<file path="src/swm_cell.sv">
// One cell of the running-maximum row: holds the largest sample seen over
// a growing span of ages. No package dependency.
module swm_cell #(
  parameter int SAMPLE_WIDTH = 32
) (
  input  logic                           clk,
  input  logic                           advance,
  input  logic signed [SAMPLE_WIDTH-1:0] sample,
  input  logic signed [SAMPLE_WIDTH-1:0] left,
  input  logic                           sel,
  output logic signed [SAMPLE_WIDTH-1:0] value,
  output logic        [SAMPLE_WIDTH-1:0] tap
);

  logic signed [SAMPLE_WIDTH-1:0] value_r;
  logic signed [SAMPLE_WIDTH-1:0] value_nxt;

  // Take the larger of the neighbor's running maximum and the new sample
  assign value_nxt = (left > sample) ? left : sample;

  always_ff @(posedge clk) begin
    if (advance) begin
      value_r <= value_nxt;
    end
  end

  assign value = value_r;

  // Drive the shared output bus only when this cell is selected
  assign tap = sel ? value_r : '0;

endmodule : swm_cell

</file>
<file path="config.mk">
export PLATFORM = sky130hd
export DESIGN_NAME = swm_cell
export DESIGN_NICKNAME = d
export VERILOG_FILES = /design/src/swm_cell.sv
export SDC_FILE = /design/constraint.sdc
export NUM_CORES = 1
export LEC_CHECK = 0
export BUFFER_PORTS_ARGS = -buffer_cell sky130_fd_sc_hd__clkbuf_2
export CORE_MARGIN = 4
export CORE_UTILIZATION = 46
export DETAILED_ROUTE_END_ITERATION = 8
export PLACE_DENSITY = 0.81
export SETUP_SLACK_MARGIN = 0.1
export SLEW_MARGIN = 20
export SYNTH_ARGS = -nofsm -noshare
export SYNTH_HDL_FRONTEND = slang
export SYNTH_SLANG_ARGS = --single-unit
export TNS_END_PERCENT = 20
</file>
<file path="constraint.sdc">
create_clock -name clk -period 4.6 [get_ports clk]
set_clock_uncertainty 0.15 [all_clocks]
set_input_delay 1.15 -clock clk [delete_from_list [all_inputs] [get_ports clk]]
set_output_delay 1.15 -clock clk [all_outputs]
set_load 0.05 [all_outputs]
</file>
==> results of run 1 <==
## logic make-up after synthesis
logic type | after synthesis | share of synthesized area [%]
compound gates | 23 | 7.58
fa+ha+maj | 32 | 15.9
buf+inv | 39 | 6.69
flops | 32 | 38.1
mux | 32 | 18.7
simple gates | 55 | 13.1
## worst paths after layout
| path | start | endpoint | slack [ns] | depth (start not counted) |
|---|---|---|---|---|
| hold / removal | sample[30] | value[30]$_DFFE_PP_ | 1.04 | 2 |
| setup / recovery | sample[31] | value[0]$_DFFE_PP_ | 0.77 | 10 |
## Yosys cell counts
master     number  area, µm²
a2111oi_0       1       8.76
a2111oi_4       1       27.5
a211oi_1        1       7.51
a21boi_0        1       7.51
a21o_1          4       30.0
a21oi_1         9       45.0
a221o_1         1       10.0
a221oi_1        1       8.76
a311oi_4        1       26.3
and2_1         32        200
and2_2          1       7.51
buf_6           3       33.8
clkbuf_1        3       11.3
edfxtp_1       32        961
ha_1           32        400
inv_1          33        124
mux2_2          2       22.5
mux2_4         30        450
nand2_1         2       7.51
nand2b_1        1       6.26
nand3_1         4       20.0
nand4_1         8       50.1
nor2_1          2       7.51
nor2_2          1       6.26
nor2b_1         1       6.26
nor3_1          1       5.00
o211ai_1        1       7.51
o21ai_0         1       5.00
o21bai_1        1       7.51
or3_1           1       6.26
or4_1           1       7.51
## final cells by class
class,count,area (µm²),share of cell area (%)
clock buffer,6,72.6,2.19
tap,70,87.6,2.65
multi-input combinational,142,1400,42.1
inverter,33,124,3.74
clock inverter,1,5.00,0.151
timing repair buffer,132,666,20.1
sequential,32,961,29.0
## worst max-delay path, stage by stage
cell      delay (ns)
clkbuf_2        0.09
inv_1           0.04
ha_1            0.33
nand4_1         0.21
nor3_1          0.49
nand4_1         0.20
o21bai_1        0.24
a311oi_4        0.23
buf_4           0.34
mux2_2          0.37
## layer usage
metal / wire (µm) / GRT usage [%] / vias to the layer above
met1: 2250 / 18.8 / 929
met5: 0 / 0 / -
met2: 3400 / 36.6 / 67
li1: - / - / 1029
met3: 374 / 3.62 / 4
met4: 49 / 4.98 / 0
## power breakdown
part	internal [mW]	total, mW	switching, mW
Sequential	0.365	0.380	0.0152
Combinational	0.157	0.472	0.315
Clock	0.103	0.201	0.0984
## stage by stage
step	std cells	util [%]	instance area (µm²)	worst slack, ns
after global placement	409	62.1	3230	0.558
after CTS	416	63.6	3310	0.732
final	416	63.6	3310	0.767
after floorplan	213	-	2520	0.788
after detailed placement	409	62.1	3230	0.450
after global routing	416	63.6	3310	0.562
==> impl_metrics.toml, run 1 <==
[layout]
diodes = 0
layout_common_cells = "clkbuf_2, inv_1, and2_1, ha_1, edfxtp_1"
syn_to_final_growth_pct = 31.1
fillers = 443
final_common_cell = "clkbuf_2"
drive_gt1_share_pct = 50.3
largest_reg_flops = 32
final_nets = 445

[power]
pwr_density_cell_mw_per_mm2 = 318
power_mw = 1.05
peakVddDrop_mv = 0.170
leakage_nw = 1.80

[floorplanning]
row_count = 26
die_w_um = 82.1
core_area_mm2 = 0.00520
die_y_um = 82.1
ioPinCount = 131
initial_core_util_pct = 48.5
dieArea_mm2 = 0.00674

[clock_network]
hold_buffers = 0
cts_tree = "done"
cts_resized = 0
postCtsSetupRepairBufs = 0
clkTransAtPathRegs_ns = 0.07
cts_sinks = 32
cts_made_buffers = 5
clockRootBuffer = "clkbuf_8"
htreeDepth = 2
clock_path_buffers = 2

[routing]
postRouteAntennaNets = 0
dr_total_vias = 2029
drtIter0Drc = 51
route.detailed.drc = 0
wire_per_inst_um = 14.6
via_per_inst = 4.88
wl_um = 6070
dr.pass1.iters = 4

[setup_path]
arrival_ns = 3.71
worst-setup-path-type = "primary input to flip-flop"
worstPathMaxFanout = 16
setup.worst_path.end_class = "flip-flop"
required_ns = 4.48
startpoint_type = "primary input"

[grt]
antenna_found_initial = 0
grt_pass1_vias = 2109
grt_use_total_pct = 18.3
grt_overflow_total = 0
grt_max_degree = 33
grt_pass1_wl_um = 9240

[yosys]
syn_area_per_cell_um2 = 11.9
synth_seq_cells = 32
ys_seq_area_share_pct = 38.1
syn-cell-area_mm2 = 0.00252
ys_types = 31
syn_inst = 213
synth_fp_nets = 312
synth_warnings = 0

[timing]
slew_headroom_pct = 44.8
finalCritPeriodShare_pct = 83.3
max_freq_ghz = 0.261
setup_violations = 0
min_period_ns = 3.83
worstMarginPinSlew_ns = 0.828
totalNegativeSetupSlack_ns = 0
hold_viol_final = 0
hold_slack_ns = 1.04
final-max-slew-violation-count = 0
rsz0062_at_grt = "no"

[placed_design]
gp_congestion = 0.804
hpwl_um = 5040
port_buffers = 130

[run_status]
outcome = "completed"

[min_path]
hold_path_class = "primary input to flip-flop"

[flow_run]
maxCapViolations = 0
Power figures use the tool's default switching activity.
==> run 2, diff against run 1 <==
==> constraint.sdc (replaced) <==
create_clock -name clk -period 3.8 [get_ports clk]
set_clock_uncertainty 0.15 [all_clocks]
set_input_delay 0.95 -clock clk [delete_from_list [all_inputs] [get_ports clk]]
set_output_delay 0.95 -clock clk [all_outputs]
set_load 0.05 [all_outputs]
==> run 2 against run 1 <==
Sequential power is 21% higher; non-clock buffer count up 3; wire length shrank 2.0%; count of clock-buffer cells in the layout is the same; critical endpoint unchanged; largest power group unchanged; highest routed layer unchanged.
==> impl_metrics.toml, run 2 (synthesis gave the netlist of run 1 again) <==
[run_status]
outcome = "completed"

[routing]
drtIter0Drc = 24
dr.pass1.iters = 4
via_per_inst = 4.90
wire_per_inst_um = 14.2
route.detailed.drc = 0
wl_um = 5940
postRouteAntennaNets = 0
dr_total_vias = 2057

[setup_path]
arrival_ns = 3.36
path_buf_inv = 3
crit_path_max_incr_delay_ns = 0.40
startpoint_type = "primary input"
setup.worst_path.end_class = "flip-flop"
worst-setup-path-type = "primary input to flip-flop"
worstPathMaxFanout = 12
cp_cell_sequence = "clkbuf_2 -> inv_1 -> ha_1 -> and2_2 -> a221o_1 -> a2111oi_4 -> nor2_2 -> a311oi_4 -> buf_4 -> mux2_2"
cp_slowest_cell = "a2111oi_4"
crit_family = "compound AO/OA/AOI/OAI gates"
required_ns = 3.68

[clock_network]
cts_tree = "done"
clock_path_buffers = 2
cts_made_buffers = 5
clockRootBuffer = "clkbuf_8"
clkTransAtPathRegs_ns = 0.07
postCtsSetupRepairBufs = 0
cts_resized = 0
hold_buffers = 0
htreeDepth = 2
cts_sinks = 32

[power]
peakVddDrop_mv = 0.175
p_int_uw = 828
switching_power_uw = 523
leakage_nw = 1.83
swShare_pct = 38.7
clockPowerShare_pct = 23.7
pwr_density_cell_mw_per_mm2 = 402
comb_power_share_pct = 42.4
power_mw = 1.35
seq_power_share_pct = 34.0

[layout]
layout_common_cells = "clkbuf_2, inv_1, and2_1, ha_1, edfxtp_1"
final_common_cell = "clkbuf_2"
diodes = 0
postLayoutCoreUtil_pct = 64.6
syn_to_final_growth_pct = 33.2
largest_reg_flops = 32
fillers = 423
final_nets = 448
drive_gt1_share_pct = 50.9

[timing]
finalCritPeriodShare_pct = 91.4
hold_viol_final = 0
fin_ws_ns = 0.327
setup_violations = 0
final-max-slew-violation-count = 0
rsz0062_at_grt = "no"
worstMarginPinSlew_ns = 0.828
min_period_ns = 3.47
slew_headroom_pct = 44.8
totalNegativeSetupSlack_ns = 0
max_freq_ghz = 0.288

[min_path]
hold_path_class = "primary input to flip-flop"

[grt]
grt_max_degree = 33
antenna_found_initial = 0
grt_pass1_vias = 2088
grt_overflow_total = 0
grt_use_total_pct = 18.1
grt_pass1_wl_um = 9200

[floorplanning]
die_y_um = 82.1
dieArea_mm2 = 0.00674
die_w_um = 82.1
ioPinCount = 131
initial_core_util_pct = 48.5
core_area_mm2 = 0.00520
row_count = 26

[placed_design]
dp_slack_ns = 0.0114
hpwl_um = 5020
gp_congestion = 0.793
port_buffers = 130

[flow_run]
maxCapViolations = 0
run 2: cell types whose count changed in the layout (fill, tap and decap cells not counted), sizes merged:
cell / before / now
buf: 2 / 5
bufinv: 0 / 1
run 2: per-stage QoR:
stage               hold slack (ns)  cell area, µm²  std cells
floorplan                     0.912            2520        213
global placement               1.12            3260        412
detailed placement             1.12            3260        412
CTS                           0.825            3360        420
global route                  0.822            3360        420
finish                        0.832            3360        420
run 2: power groups by stage:
| stage | clock network [mW] | registers [mW] | logic [mW] |
|---|---|---|---|
| after CTS | 0.326 | 0.460 | 0.577 |
| final | 0.320 | 0.459 | 0.572 |
| after global routing | 0.349 | 0.463 | 0.611 |
| after detailed placement | 0 | 0.467 | 0.575 |
| after floorplan | 0 | 0.606 | 0.293 |
| after global placement | 0 | 0.465 | 0.563 |
run 2: worst paths after layout:
kind / to / depth (start not counted) / startpoint
setup / recovery: value[0]$_DFFE_PP_ / 10 / sample[19]
hold / removal: value[27]$_DFFE_PP_ / 2 / sample[27]
run 2: per-layer routing:
metal,track usage [%],up-vias,part of all wire [%]
met5,0,-,0
met2,34.7,67,55
li1,-,1034,-
met1,19.0,946,38
met4,6.98,0,1.9
met3,3.62,10,5.4
run 2: area by class of cell:
class                      instances  area (µm²)  area share [%]
multi-input combinational        142        1400            41.5
sequential                        32         961            28.6
timing repair buffer             135         688            20.5
inverter                          33         124            3.68
tap                               70        87.6            2.60
clock buffer                       6        72.6            2.16
clock inverter                     2        35.0            1.04
==> run 3, diff against run 2 <==
==> constraint.sdc (replaced) <==
create_clock -name clk -period 3.5 [get_ports clk]
set_clock_uncertainty 0.15 [all_clocks]
set_input_delay 0.875 -clock clk [delete_from_list [all_inputs] [get_ports clk]]
set_output_delay 0.875 -clock clk [all_outputs]
set_load 0.05 [all_outputs]
==> run 3 against run 2 <==
Non-clock buffer count rose by 19; flip-flop and latch count did not move; hold slack got worse by 0.079 ns; sequential power rose by 8.5%; setup slack got worse by 0.18 ns; global-route usage fell by 0.38 points; die area did not move; via count rose by 4.7%; wire length rose by 5.5%; core utilization rose by 4.8 points; critical endpoint unchanged; largest power group unchanged.
==> impl_metrics.toml, run 3 (synthesis gave the netlist of run 1 again) <==
[timing]
hold_slack_ns = 0.752
min_period_ns = 3.36
finalCritPeriodShare_pct = 95.9
slew_headroom_pct = 44.4
rsz0062_at_grt = "yes"
max_freq_ghz = 0.298
totalNegativeSetupSlack_ns = 0
worstMarginPinSlew_ns = 0.835
setup_violations = 0
final-max-slew-violation-count = 0
hold_viol_final = 0

[setup_path]
setup.worst_path.end_class = "flip-flop"
crit_path_max_incr_delay_ns = 0.41
critical_path_depth = 11
cp_slowest_cell = "a2111oi_4"
cp_cell_sequence = "clkbuf_2 -> inv_1 -> ha_1 -> and2_4 -> a221o_1 -> a2111oi_4 -> nor2_2 -> a311oi_4 -> buf_6 -> buf_12 -> mux2_2"
path_buf_inv = 4
arrival_ns = 3.24
worstPathMaxFanout = 5
crit_family = "compound AO/OA/AOI/OAI gates"
required_ns = 3.38
worst-setup-path-type = "primary input to flip-flop"
startpoint_type = "primary input"

[layout]
seq_area_um2 = 961
largest_reg_flops = 32
final_area_mm2 = 0.00361
final_nets = 467
drive_gt1_share_pct = 55.3
syn_to_final_growth_pct = 43.0
final_common_cell = "clkbuf_2"
diodes = 0
fin_cells = 439
layout_common_cells = "clkbuf_2, inv_1, and2_1, edfxtp_1"
fillers = 433
multi_input_area_mm2 = 0.00144

[floorplanning]
die_w_um = 82.1
ioPinCount = 131
die_y_um = 82.1
core_area_mm2 = 0.00520
dieArea_mm2 = 0.00674
row_count = 26
initial_core_util_pct = 48.5

[routing]
drtIter0Drc = 34
dr.pass1.iters = 4
postRouteAntennaNets = 0
dr_total_vias = 2154
route.detailed.drc = 0
via_per_inst = 4.91
wl_um = 6270
wire_per_inst_um = 14.3

[power]
seq_power_share_pct = 34.0
switching_power_uw = 590
comb_power_share_pct = 47.2
swShare_pct = 40.3
clockPowerShare_pct = 18.8
pwr_density_cell_mw_per_mm2 = 406
peakVddDrop_mv = 0.185
leakage_nw = 1.95
p_int_uw = 875

[grt]
grt_pass1_wl_um = 9230
grt_max_degree = 33
grt_use_total_pct = 17.7
grt_overflow_total = 0
antenna_found_initial = 0
grt_pass1_vias = 2076

[clock_network]
clockRootBuffer = "clkbuf_8"
cts_made_buffers = 5
clkTransAtPathRegs_ns = 0.07
cts_sinks = 32
clock_path_buffers = 2
htreeDepth = 2
cts_tree = "done"

[placed_design]
placed_area_mm2 = 0.00337
hpwl_um = 5010
placed_cells = 426
gp_congestion = 0.810
port_buffers = 130

[min_path]
hold_path_class = "primary input to flip-flop"
min_path_cells = 2

[run_status]
outcome = "completed"

[flow_run]
maxCapViolations = 0
==> run 3: area by class of cell <==
type / count / share of cell area [%]
clock buffer: 5 / 1.91
clock inverter: 3 / 0.381
inverter: 33 / 3.43
multi-input combinational: 142 / 39.9
sequential: 32 / 26.6
tap: 70 / 2.43
timing repair buffer: 154 / 25.4
==> run 3: through the flow <==
| step | total power, mW | utilization [%] | setup slack, ns |
|---|---|---|---|
| after CTS | 1.43 | 66.4 | 0.120 |
| after global routing | 1.53 | 69.4 | 0.0820 |
| final | 1.46 | 69.4 | 0.144 |
| after global placement | 1.14 | 64.8 | -0.0860 |
| after floorplan | 0.976 | - | 0.109 |
| after detailed placement | 1.15 | 64.8 | -0.175 |
==> run 3: final timing paths <==
| path | from | to | slack (ns) |
|---|---|---|---|
| max | sample[19] | value[0]$_DFFE_PP_ | 0.14 |
| min | sample[20] | value[20]$_DFFE_PP_ | 0.75 |
==> run 3: repair_timing <==
action                     CTS  global route
resized for setup            0            16
setup buffers                0             2
setup endpoints to repair    0            32
hold buffers                 0             0
==> run 3: per-layer routing <==
| layer | up-vias | track usage [%] | wire length (µm) |
|---|---|---|---|
| met5 | - | 0 | 0 |
| met4 | 0 | 5.81 | 133 |
| met3 | 12 | 3.18 | 345 |
| met2 | 68 | 32.9 | 3320 |
| met1 | 1000 | 20.2 | 2470 |
| li1 | 1074 | - | - |
==> run 3: power by group through the flow <==
stage                     combinational [mW]  sequential [mW]  clock [mW]
after CTS                              0.648            0.499       0.282
after floorplan                        0.319            0.658           0
final                                  0.691            0.498       0.276
after detailed placement               0.647            0.506           0
after global routing                   0.731            0.503       0.299
after global placement                 0.634            0.505           0
